**src/hw/rtl/elor_pkg.sv**
```systemverilog
// ----------------------------------------------------------------------------
// Event log package
// Transaction types, operation codes and status codes of the event log.
// ----------------------------------------------------------------------------
`default_nettype none

package elor_pkg;

	localparam logic [1:0] KIND_RECORD = 2'd0;
	localparam logic [1:0] KIND_POP    = 2'd1;
	localparam logic [1:0] KIND_PEEK   = 2'd2;

	localparam logic [1:0] STATUS_DONE   = 2'd0;
	localparam logic [1:0] STATUS_REJECT = 2'd1;
	localparam logic [1:0] STATUS_EMPTY  = 2'd2;

	localparam logic [7:0] MAX_SEVERITY_RESET = 8'd3;

	typedef struct packed {
		logic [1:0]  kind;
		logic [63:0] event_time;
		logic [31:0] event_value;
		logic [15:0] event_code;
		logic [7:0]  source_number;
		logic [7:0]  severity_level;
		logic [7:0]  peek_offset;
	} item_t;

	typedef struct packed {
		logic [1:0]  status;
		logic [63:0] out_timestamp;
		logic [31:0] out_value;
		logic [15:0] out_code;
		logic [7:0]  out_source;
		logic [7:0]  out_severity;
		logic [4:0]  fill_count;
		logic [31:0] overwrite_total;
		logic [31:0] record_total;
	} result_t;

	typedef struct packed {
		logic [63:0] ts;
		logic [31:0] val;
		logic [15:0] code;
		logic [7:0]  src;
		logic [7:0]  sev;
	} entry_t;

endpackage

`default_nettype wire

```
**src/hw/rtl/event_log_overwrite_ring.sv**
```systemverilog
// ----------------------------------------------------------------------------
// Event log with overwrite-oldest ring store
// Records, pops and peeks diagnostic events in a circular store.
// ----------------------------------------------------------------------------
// Each accepted transaction is one operation: record, pop oldest, or peek at
// an offset from the oldest entry. The block takes one transaction per cycle
// while the result side is not stalled, and returns exactly one result per
// transaction: the transaction is held in an input register, and when it
// advances the pointer and count update, the store read mux and the store
// write all complete in a single step, with the result in the result
// register. A full store drops its oldest entry on a successful record. The
// store holds no reset; only entries that were recorded are ever returned.
`default_nettype none

module event_log_overwrite_ring #(
	parameter int LOG_DEPTH = 16
) (
	input  wire logic             clk,
	input  wire logic             arst_n,
	input  wire logic             item_valid,
	output logic                  item_ready,
	input  wire elor_pkg::item_t  item,
	output logic                  result_valid,
	input  wire logic             result_ready,
	output elor_pkg::result_t     result,
	input  wire logic             cfg_valid,
	output logic                  cfg_ready,
	input  wire logic [7:0]       cfg_data
);

	localparam int PTR_W = (LOG_DEPTH > 1) ? $clog2(LOG_DEPTH) : 1;
	localparam int CNT_W = $clog2(LOG_DEPTH + 1);
	localparam int ADD_W = CNT_W + 1;
	localparam int CMP_W = (CNT_W > 8) ? CNT_W : 8;

	elor_pkg::entry_t  store_q [LOG_DEPTH];
	logic [PTR_W-1:0]  oldest_q;
	logic [CNT_W-1:0]  count_q;
	logic [31:0]       dropped_q;
	logic [31:0]       recorded_q;
	logic [7:0]        max_sev_q;

	logic              valid_s1;
	elor_pkg::item_t   item_s1;
	logic              result_valid_q;
	elor_pkg::result_t result_q;

	logic              advance;
	logic              full;
	logic              hit;
	logic              wr_en;
	logic [PTR_W-1:0]  wr_slot;
	logic [PTR_W-1:0]  rd_idx;
	logic [PTR_W-1:0]  oldest_inc;
	logic [PTR_W-1:0]  oldest_d;
	logic [CNT_W-1:0]  count_d;
	logic [31:0]       dropped_d;
	logic [31:0]       recorded_d;
	logic [1:0]        status_d;
	elor_pkg::entry_t  rd_entry;
	elor_pkg::entry_t  wr_entry;
	elor_pkg::result_t result_d;

	function automatic logic [PTR_W-1:0] wrap_idx(input logic [ADD_W-1:0] s);
		if (s >= ADD_W'(LOG_DEPTH)) begin
			return PTR_W'(s - ADD_W'(LOG_DEPTH));
		end
		return PTR_W'(s);
	endfunction

	assign advance      = valid_s1 && (!result_valid_q || result_ready);
	assign item_ready   = !valid_s1 || advance;
	assign cfg_ready    = 1'b1;
	assign result_valid = result_valid_q;
	assign result       = result_q;

	assign full       = (count_q == CNT_W'(LOG_DEPTH));
	assign oldest_inc = (oldest_q == PTR_W'(LOG_DEPTH - 1)) ? '0 : oldest_q + PTR_W'(1);
	assign rd_entry   = store_q[rd_idx];

	assign wr_entry.ts   = item_s1.event_time;
	assign wr_entry.val  = item_s1.event_value;
	assign wr_entry.code = item_s1.event_code;
	assign wr_entry.src  = item_s1.source_number;
	assign wr_entry.sev  = item_s1.severity_level;

	always_comb begin
		oldest_d   = oldest_q;
		count_d    = count_q;
		dropped_d  = dropped_q;
		recorded_d = recorded_q;
		wr_en      = 1'b0;
		wr_slot    = full ? oldest_q : wrap_idx(ADD_W'(oldest_q) + ADD_W'(count_q));
		rd_idx     = oldest_q;
		hit        = 1'b0;
		status_d   = elor_pkg::STATUS_REJECT;
		unique case (item_s1.kind)
			elor_pkg::KIND_RECORD: begin
				if (item_s1.event_code != 16'd0 && item_s1.severity_level <= max_sev_q) begin
					wr_en      = 1'b1;
					status_d   = elor_pkg::STATUS_DONE;
					recorded_d = recorded_q + 32'd1;
					if (full) begin
						oldest_d  = oldest_inc;
						dropped_d = dropped_q + 32'd1;
					end else begin
						count_d = count_q + CNT_W'(1);
					end
				end
			end
			elor_pkg::KIND_POP: begin
				if (count_q == '0) begin
					status_d = elor_pkg::STATUS_EMPTY;
				end else begin
					hit      = 1'b1;
					status_d = elor_pkg::STATUS_DONE;
					oldest_d = oldest_inc;
					count_d  = count_q - CNT_W'(1);
				end
			end
			elor_pkg::KIND_PEEK: begin
				rd_idx = wrap_idx(ADD_W'(oldest_q) + ADD_W'(item_s1.peek_offset));
				if (CMP_W'(item_s1.peek_offset) >= CMP_W'(count_q)) begin
					status_d = elor_pkg::STATUS_EMPTY;
				end else begin
					hit      = 1'b1;
					status_d = elor_pkg::STATUS_DONE;
				end
			end
			default: begin
				status_d = elor_pkg::STATUS_REJECT;
			end
		endcase

		result_d.status          = status_d;
		result_d.out_timestamp   = hit ? rd_entry.ts : 64'd0;
		result_d.out_value       = hit ? rd_entry.val : 32'd0;
		result_d.out_code        = hit ? rd_entry.code : 16'd0;
		result_d.out_source      = hit ? rd_entry.src : 8'd0;
		result_d.out_severity    = hit ? rd_entry.sev : 8'd0;
		result_d.fill_count      = 5'(count_d);
		result_d.overwrite_total = dropped_d;
		result_d.record_total    = recorded_d;
	end

	always_ff @(posedge clk or negedge arst_n) begin
		if (!arst_n) begin
			valid_s1       <= 1'b0;
			result_valid_q <= 1'b0;
			oldest_q       <= '0;
			count_q        <= '0;
			dropped_q      <= '0;
			recorded_q     <= '0;
			max_sev_q      <= elor_pkg::MAX_SEVERITY_RESET;
		end else begin
			if (item_ready) begin
				valid_s1 <= item_valid;
			end
			if (advance) begin
				result_valid_q <= 1'b1;
				oldest_q       <= oldest_d;
				count_q        <= count_d;
				dropped_q      <= dropped_d;
				recorded_q     <= recorded_d;
			end else if (result_ready) begin
				result_valid_q <= 1'b0;
			end
			if (cfg_valid && cfg_ready) begin
				max_sev_q <= cfg_data;
			end
		end
	end

	always_ff @(posedge clk) begin
		if (item_ready && item_valid) begin
			item_s1 <= item;
		end
		if (advance) begin
			result_q <= result_d;
		end
		if (advance && wr_en) begin
			store_q[wr_slot] <= wr_entry;
		end
	end

endmodule

`default_nettype wire

```
**config.mk**
```make
export PLATFORM = sky130hd
export DESIGN_NAME = event_log_overwrite_ring
export DESIGN_NICKNAME = d
export VERILOG_FILES = /design/src/hw/rtl/elor_pkg.sv /design/src/hw/rtl/event_log_overwrite_ring.sv
export SDC_FILE = /design/constraint.sdc
export NUM_CORES = 2
export LEC_CHECK = 0
export BUFFER_PORTS_ARGS = -buffer_cell sky130_fd_sc_hd__buf_2
export CORE_MARGIN = 2
export CORE_UTILIZATION = 40
export DETAILED_ROUTE_END_ITERATION = 10
export PLACE_DENSITY = 0.66
export SYNTH_ARGS = -nofsm -noshare
export SYNTH_HDL_FRONTEND = slang
export SYNTH_SLANG_ARGS = --single-unit
```
**constraint.sdc**
```tcl
create_clock -name clk -period 15.78 [get_ports clk]
set_input_delay 0.789 -clock clk [delete_from_list [all_inputs] [get_ports clk]]
set_output_delay 0.789 -clock clk [all_outputs]
set_load 0.02 [all_outputs]
```
# After elaboration in Yosys (flattened, before gate mapping)
# Memory sizes are Yosys's and may differ from the RTL's. A register that Yosys moved wholly into a read port is not among the register bits.
# Index checks and enable logic that the tools add are counted.
op_classes:
  n_reduce_logical: 15
  addsub: 9
  n_mux: 36
  magnitude_cmp: 4
  eq_ne: 7
ops:
  columns: ["operator", "count"]
  rows:
  - ["32-bit 2-to-1 mux", 5]
  - ["32-bit by 1-bit adder with 32-bit output (second input constant)", 2]
  - ["4-bit 2-to-1 mux", 10]
  - ["16-bit nonzero test", 1]
  - ["5-bit 2-to-1 mux", 3]
  - ["6-bit by 5-bit greater-or-equal comparator with 1-bit output (second input constant)", 2]
  - ["1-bit 2-to-1 mux", 12]
  - ["5-bit one-hot mux with 2 select lines", 1]
  - ["8-bit by 5-bit greater-or-equal comparator with 1-bit output", 1]
  - ["8-bit less-or-equal comparator", 1]
  - ["4-bit one-hot mux with 2 select lines", 1]
  - ["4-bit by 1-bit subtractor with 4-bit output (second input constant)", 2]
  - ["4-bit by 5-bit adder with 6-bit output", 1]
  - ["4-bit by 6-bit adder with 6-bit output", 1]
  - ["2-bit != test (second input constant)", 3]
  - ["2-bit one-hot mux with 3 select lines", 1]
  - ["5-bit by 1-bit adder with 5-bit output (second input constant)", 1]
  - ["5-bit == test (second input constant)", 1]
  - ["5-bit logical NOT", 1]
  - ["5-bit AND reduction", 1]
  - ["5-bit by 1-bit subtractor with 5-bit output (second input constant)", 1]
  - ["4-bit by 1-bit adder with 4-bit output (second input constant)", 1]
  - ["4-bit == test (second input constant)", 1]
  - ["1-bit logical AND", 4]
  - ["other kinds (8)", 13]
totals:
  mem_bits_rw: 2048
  register_bits: 292
  mem_count: 1
  inputBits: 151
memory_table:
  columns: ["name", "words", "width", "rd", "rd_ports_with_merged_regs", "wr", "line_no", "text"]
  rows:
  - ["store_q", 16, 128, 1, 1, 1, "event_log_overwrite_ring.sv:36", "elor_pkg::entry_t store_q [LOG_DEPTH];"]

# Logic depth before layout (Yosys ltp)
depth:
  depth_word: 7
  ltp_mapped: 12
  mapped_depth_nobuf: 8

# Worst setup path before layout
# Ideal clock, no wire load.
synth_timing:
  kind: "input port to flip-flop"
  startpoint: "input result_ready"
  endpoint: "memory store_q[12][0] (netlist bit), enable pin"
  stages: 7
  arrival_ns: 13.615
  required_ns: 15.163
  setup_time_ns: 0.617
  path_slack_ns: 1.547
  path_cell_list: "nand2b_1 nand2_1 inv_1 clkbuf_1 buf_1 nand4_1 nor2_1"
synth_between:
  elab_chain_cells: 5
synth_rtl:
  columns: ["element", "line_no", "text"]
  rows:
  - ["start: declaration", "event_log_overwrite_ring.sv:24", "input wire logic result_ready,"]
  - ["1-bit logical OR", "event_log_overwrite_ring.sv:71", "assign advance = valid_s1 && (!result_valid_q || result_ready);"]
  - ["1-bit logical AND", "event_log_overwrite_ring.sv:71", null]
  - ["via advance", "event_log_overwrite_ring.sv:48", "logic advance;"]
  - ["1-bit logical AND", "event_log_overwrite_ring.sv:181", "if (advance && wr_en) begin"]
  - ["1-bit 2-to-1 mux", "event_log_overwrite_ring.sv:181", null]
  - ["1-bit 2-to-1 mux (implied by the code)", "event_log_overwrite_ring.sv:182", "store_q[wr_slot] <= wr_entry;"]
  - ["end: declaration", "event_log_overwrite_ring.sv:36", null]
# The timed path passes the listed nets, and every way through them passes these cells.

# Worst setup path in the final report
layout_timing:
  startpoint: "register count_q[1]"
  endpoint: "memory store_q[14][33] (netlist bit), enable pin"
layout_between:
  elab_chain_cells: 5
  word_cells_on_any_way: 8
  cone_classes: "add/sub (2); order compare (1); eq/ne (1); mux (4)"
layout_rtl:
  columns: ["element", "line_no", "text"]
  rows:
  - ["start: declaration", "event_log_overwrite_ring.sv:38", "logic [CNT_W-1:0] count_q;"]
  - ["start signal: assignment", "event_log_overwrite_ring.sv:162", "count_q <= count_d;"]
  - ["4-bit by 5-bit adder with 6-bit output", "event_log_overwrite_ring.sv:93", "wr_slot = full ? oldest_q : wrap_idx(ADD_W'(oldest_q) + ADD_W'(count_q));"]
  - ["6-bit by 5-bit greater-or-equal comparator with 1-bit output / 4-bit by 1-bit subtractor with 4-bit output (equally long branches)", "event_log_overwrite_ring.sv:65, event_log_overwrite_ring.sv:66", null]
  - ["1-bit 2-to-1 mux / 4-bit 2-to-1 mux (equally long branches)", "event_log_overwrite_ring.sv:65", "if (s >= ADD_W'(LOG_DEPTH)) begin"]
  - ["4-bit 2-to-1 mux", "event_log_overwrite_ring.sv:68", "return PTR_W'(s);"]
  - ["4-bit 2-to-1 mux *", "event_log_overwrite_ring.sv:93", null]
# Every way passes the cells marked *; elsewhere a longest branch is shown, timed or not. The select of a mux whose other input is x is not followed.

==> flow_metrics.env <==
export IMPL_outcome="finished, final reports clean"
export IMPL_hold_path_class="input pin to flop"
export IMPL_fin_nets=7478
export IMPL_path_clk_slew_ns=0.06
export IMPL_clk_latency_ns=0.94
export IMPL_crit_path_max_incr_delay_ns=0.84
export IMPL_synth_edf_count=2385
export IMPL_worstSetupPathType="flop to flop"
export IMPL_vdd_ir_drop_max_v=0.000148
export IMPL_area_growth_pct=14.4
export IMPL_drive_gt1_frac=0.114
export IMPL_die_y_um=497
export IMPL_skew_ns=0.0944
export IMPL_min_period_over_period=0.391
export IMPL_r2r_slack_ns=9.61
export IMPL_cts_max_path_buffers=4
export IMPL_clock_fmax_mhz=162
export IMPL_synthFlopType="edfxtp_1"
export IMPL_power_leakage_uw=0.0394
export IMPL_finalSetupViolCount=0
export IMPL_cpMaxStageDelayCell="buf_4"
export IMPL_startpoint="count_q[1]$_DFFE_PN0P_"
export IMPL_synth_distinct_cells=64
export IMPL_via_count=59100
export IMPL_drc=0
export IMPL_cts_inserted_buffers=278
export IMPL_gr_total_overflow=0
export IMPL_cts_resized=0
export IMPL_switching_share=0.308
export IMPL_rsz0062_at_grt="no"
export IMPL_synth_nets=7131
export IMPL_final_max_slew_viol_count=0
export IMPL_wire_per_inst_um=23.7
export IMPL_root_buffer="clkbuf_16"
export IMPL_track_usage=0.199
export IMPL_hpwl_um=119000
export IMPL_crit_chain="inv_1 > ha_1 > nand4bb_1 > mux2i_1 > nand4b_1 > nor2_4 > buf_4 > buf_4 > buf_4"
export IMPL_pin_count=353
export IMPL_clkPwrFrac=0.339
export IMPL_reg2regPathDepth=9
export IMPL_numPortBuffers=351
export IMPL_rows=180
export IMPL_grt_pass1_vias=56500
export IMPL_first_pass_iters=6
export IMPL_crit_path_frequent_cell="buf_4"
export IMPL_drt_iter0_drc=6063
export IMPL_grt_pass1_wl_um=367000
export IMPL_seq_area_sq_mm=0.0737
export IMPL_start_util=0.403
export IMPL_r2r_end="store_q[14][33]$_DFFE_PP_"
export IMPL_switchingPower_uw=5540
export IMPL_multi_input_area_sq_mm=0.0215
export IMPL_async_flop_share=0.0336
export IMPL_pwr_share_seq=0.423
export IMPL_syn_area_per_cell_sq_um=14.0
export IMPL_p_comb_frac=0.238
export IMPL_period_minus_slack_ns=6.17
export IMPL_yosysWarningCount=0
export IMPL_routed_wl_um=253000
export IMPL_synth_seq_cells=2468
export IMPL_reg2reg_from="count_q[1]$_DFFE_PN0P_"
export IMPL_synth_area_leaders="edfxtp_1 (74%), nand2_1 (8.1%), and3_1 (3.4%)"
export IMPL_slew_headroom=0.181
export IMPL_hold_viol=0
export IMPL_place_congestion=0.799
export IMPL_worstSetupStartpointType="flop"
export IMPL_intPower_uw=12500
export IMPL_synth_top_area_share=0.738
export IMPL_wl_met3_um=18200
export IMPL_fp_dieW_um=497
export IMPL_drt_met1_wl_um=110000
export IMPL_h_tree_depth=5
export IMPL_wl_met2_um=118000
export IMPL_endpoint="store_q[14][33]$_DFFE_PP_"
export IMPL_finalSetupTns_ns=0
export IMPL_fp_coreArea_sq_mm=0.241
export IMPL_worstPathRequired_ns=16.25
export IMPL_tightest_slew_ns=1.23
export IMPL_synth_largest_area_cell="edfxtp_1"
export IMPL_cap_violations=0
export IMPL_ctsHoldBuffers=68
export IMPL_fillers=20800
export IMPL_syn_cell_area_sq_mm=0.0971
export IMPL_holdWs_ns=0.0666
export IMPL_synthCells=6950
export IMPL_tritoncts="built"
export IMPL_cp_arrival_ns=6.64
export IMPL_powerDensity_mw_per_mm2=162
export IMPL_seq_area_frac_synth=0.759
export IMPL_endpoint_kind="flop"
export IMPL_crit_path_max_fanout=46
export IMPL_ant_nets=0
export IMPL_antenna_found_initial=12
export IMPL_top_layer="met4"
export IMPL_synth_common_cells="edfxtp_1 (2385), nand2_1 (2107), and3_1 (534)"
export IMPL_fp_dieArea_sq_mm=0.247
export IMPL_cts_setup_buffers=0
export IMPL_synth_most_common_cell="edfxtp_1"
export IMPL_vias_per_cell=5.54
export IMPL_grt_max_degree=205
export IMPL_numClockSinks=2468
-- layout by cell type, fill, tap and decap left out, types with 15 or more instances in the layout --
cell type      Yosys  layout
a31oi_1          513     513
inv_1             29      28
dfrtp_1           81      81
clkbuf_1         169      57
o21ai_0           15      15
mux2i_1          259     259
xor2_1            43      43
xnor2_1           91      90
clkinv_2           0      40
dlygate4sd3_1      0      68
buf_12             0      17
nor4_1            17      17
nor2_1            46      34
nand3_1           55      53
nand4_1           37      37
o22ai_1          129     129
and3_1           534     533
nand2_1         2107    2107
buf_2            251     350
bufinv_16          0      18
clkbuf_16          0     284
buf_4              3      73
ha_1              28      28
edfxtp_1        2385    2385
clkinv_1           0      45
nor3_1            36      32
-- worst min path at each step --
stage,from,depth (start not counted),to,slack [ns]
after floorplan,valid_s1$_DFFE_PN0N_,1,result_valid$_DFFE_PN0P_,0.46
after global placement,dropped_q[31]$_DFFE_PN0P_,1,dropped_q[31]$_DFFE_PN0P_,0.48
after detailed placement,recorded_q[31]$_DFFE_PN0P_,1,recorded_q[31]$_DFFE_PN0P_,0.48
after CTS,item[8],1,item_s1[8]$_DFFE_PP_,0.001
after global routing,item[83],1,item_s1[83]$_DFFE_PP_,0.009
final,item[107],1,item_s1[107]$_DFFE_PP_,0.07
-- flip-flops by register name (all words and copies together), names as in the netlist --
| name | count |
|---|---|
| store_q | 2048 |
| valid_s1 | 1 |
| max_sev_q | 8 |
| count_q | 5 |
| recorded_q | 32 |
| result | 199 |
| oldest_q | 4 |
| result_valid | 1 |
| item_s1 | 138 |
| dropped_q | 32 |
-- critical path: cells and delay by family (launching register included) --
kind                       cells  cell delay [ns]
DFF                            1             0.48
muxes                          1             0.82
buffers and inverters          4             2.57
adders and majority gates      1             0.26
and+or+nand+nor                3             1.46
-- final cells by class --
cell class	instances	share of cell area
Timing Repair Buffer	508	0.0299
Inverter	29	0.00105
Tap cell	3185	0.0359
Multi-Input combinational cell	4012	0.193
Antenna cell	4	0.0000901
Sequential cell	2468	0.663
Clock inverter	125	0.0101
Clock buffer	345	0.0664
-- power by group through the flow --
stage / Combinational (uW) / Clock, uW / Sequential, uW
after floorplan: 3130 / 0 / 7780
after global placement: 4180 / 0 / 7740
after detailed placement: 4270 / 0 / 7750
after CTS: 4300 / 6230 / 7620
after global routing: 4740 / 6480 / 7640
final: 4290 / 6110 / 7610
-- metal layers --
layer / global-route usage / up-vias
met2: 0.313 / 2506
li1: - / 26300
met1: 0.285 / 30000
met4: 0.0597 / 0
met5: 0 / -
met3: 0.0318 / 374
-- per-stage QoR --
stage | setup slack [ns] | cells | util | cell area (sq um) | power, uW
after floorplan | 1.55 | 6950 | - | 97100 | 10900
after global placement | 9.71 | 10100 | 0.423 | 102000 | 11900
after detailed placement | 9.66 | 10100 | 0.423 | 102000 | 12000
after CTS | 9.54 | 10700 | 0.461 | 111000 | 18100
after global routing | 9.29 | 10700 | 0.461 | 111000 | 18900
final | 9.61 | 10700 | 0.461 | 111000 | 18000
-- cell families after synthesis --
group | share of synthesized area
other cells | 0.0000386
flops | 0.759
mux | 0.0277
simple gates | 0.130
xor+xnor | 0.0121
fa+ha+maj | 0.00402
buf+inv | 0.0217
compound gates | 0.0459
Note: power is estimated with default switching activity, not from simulation.
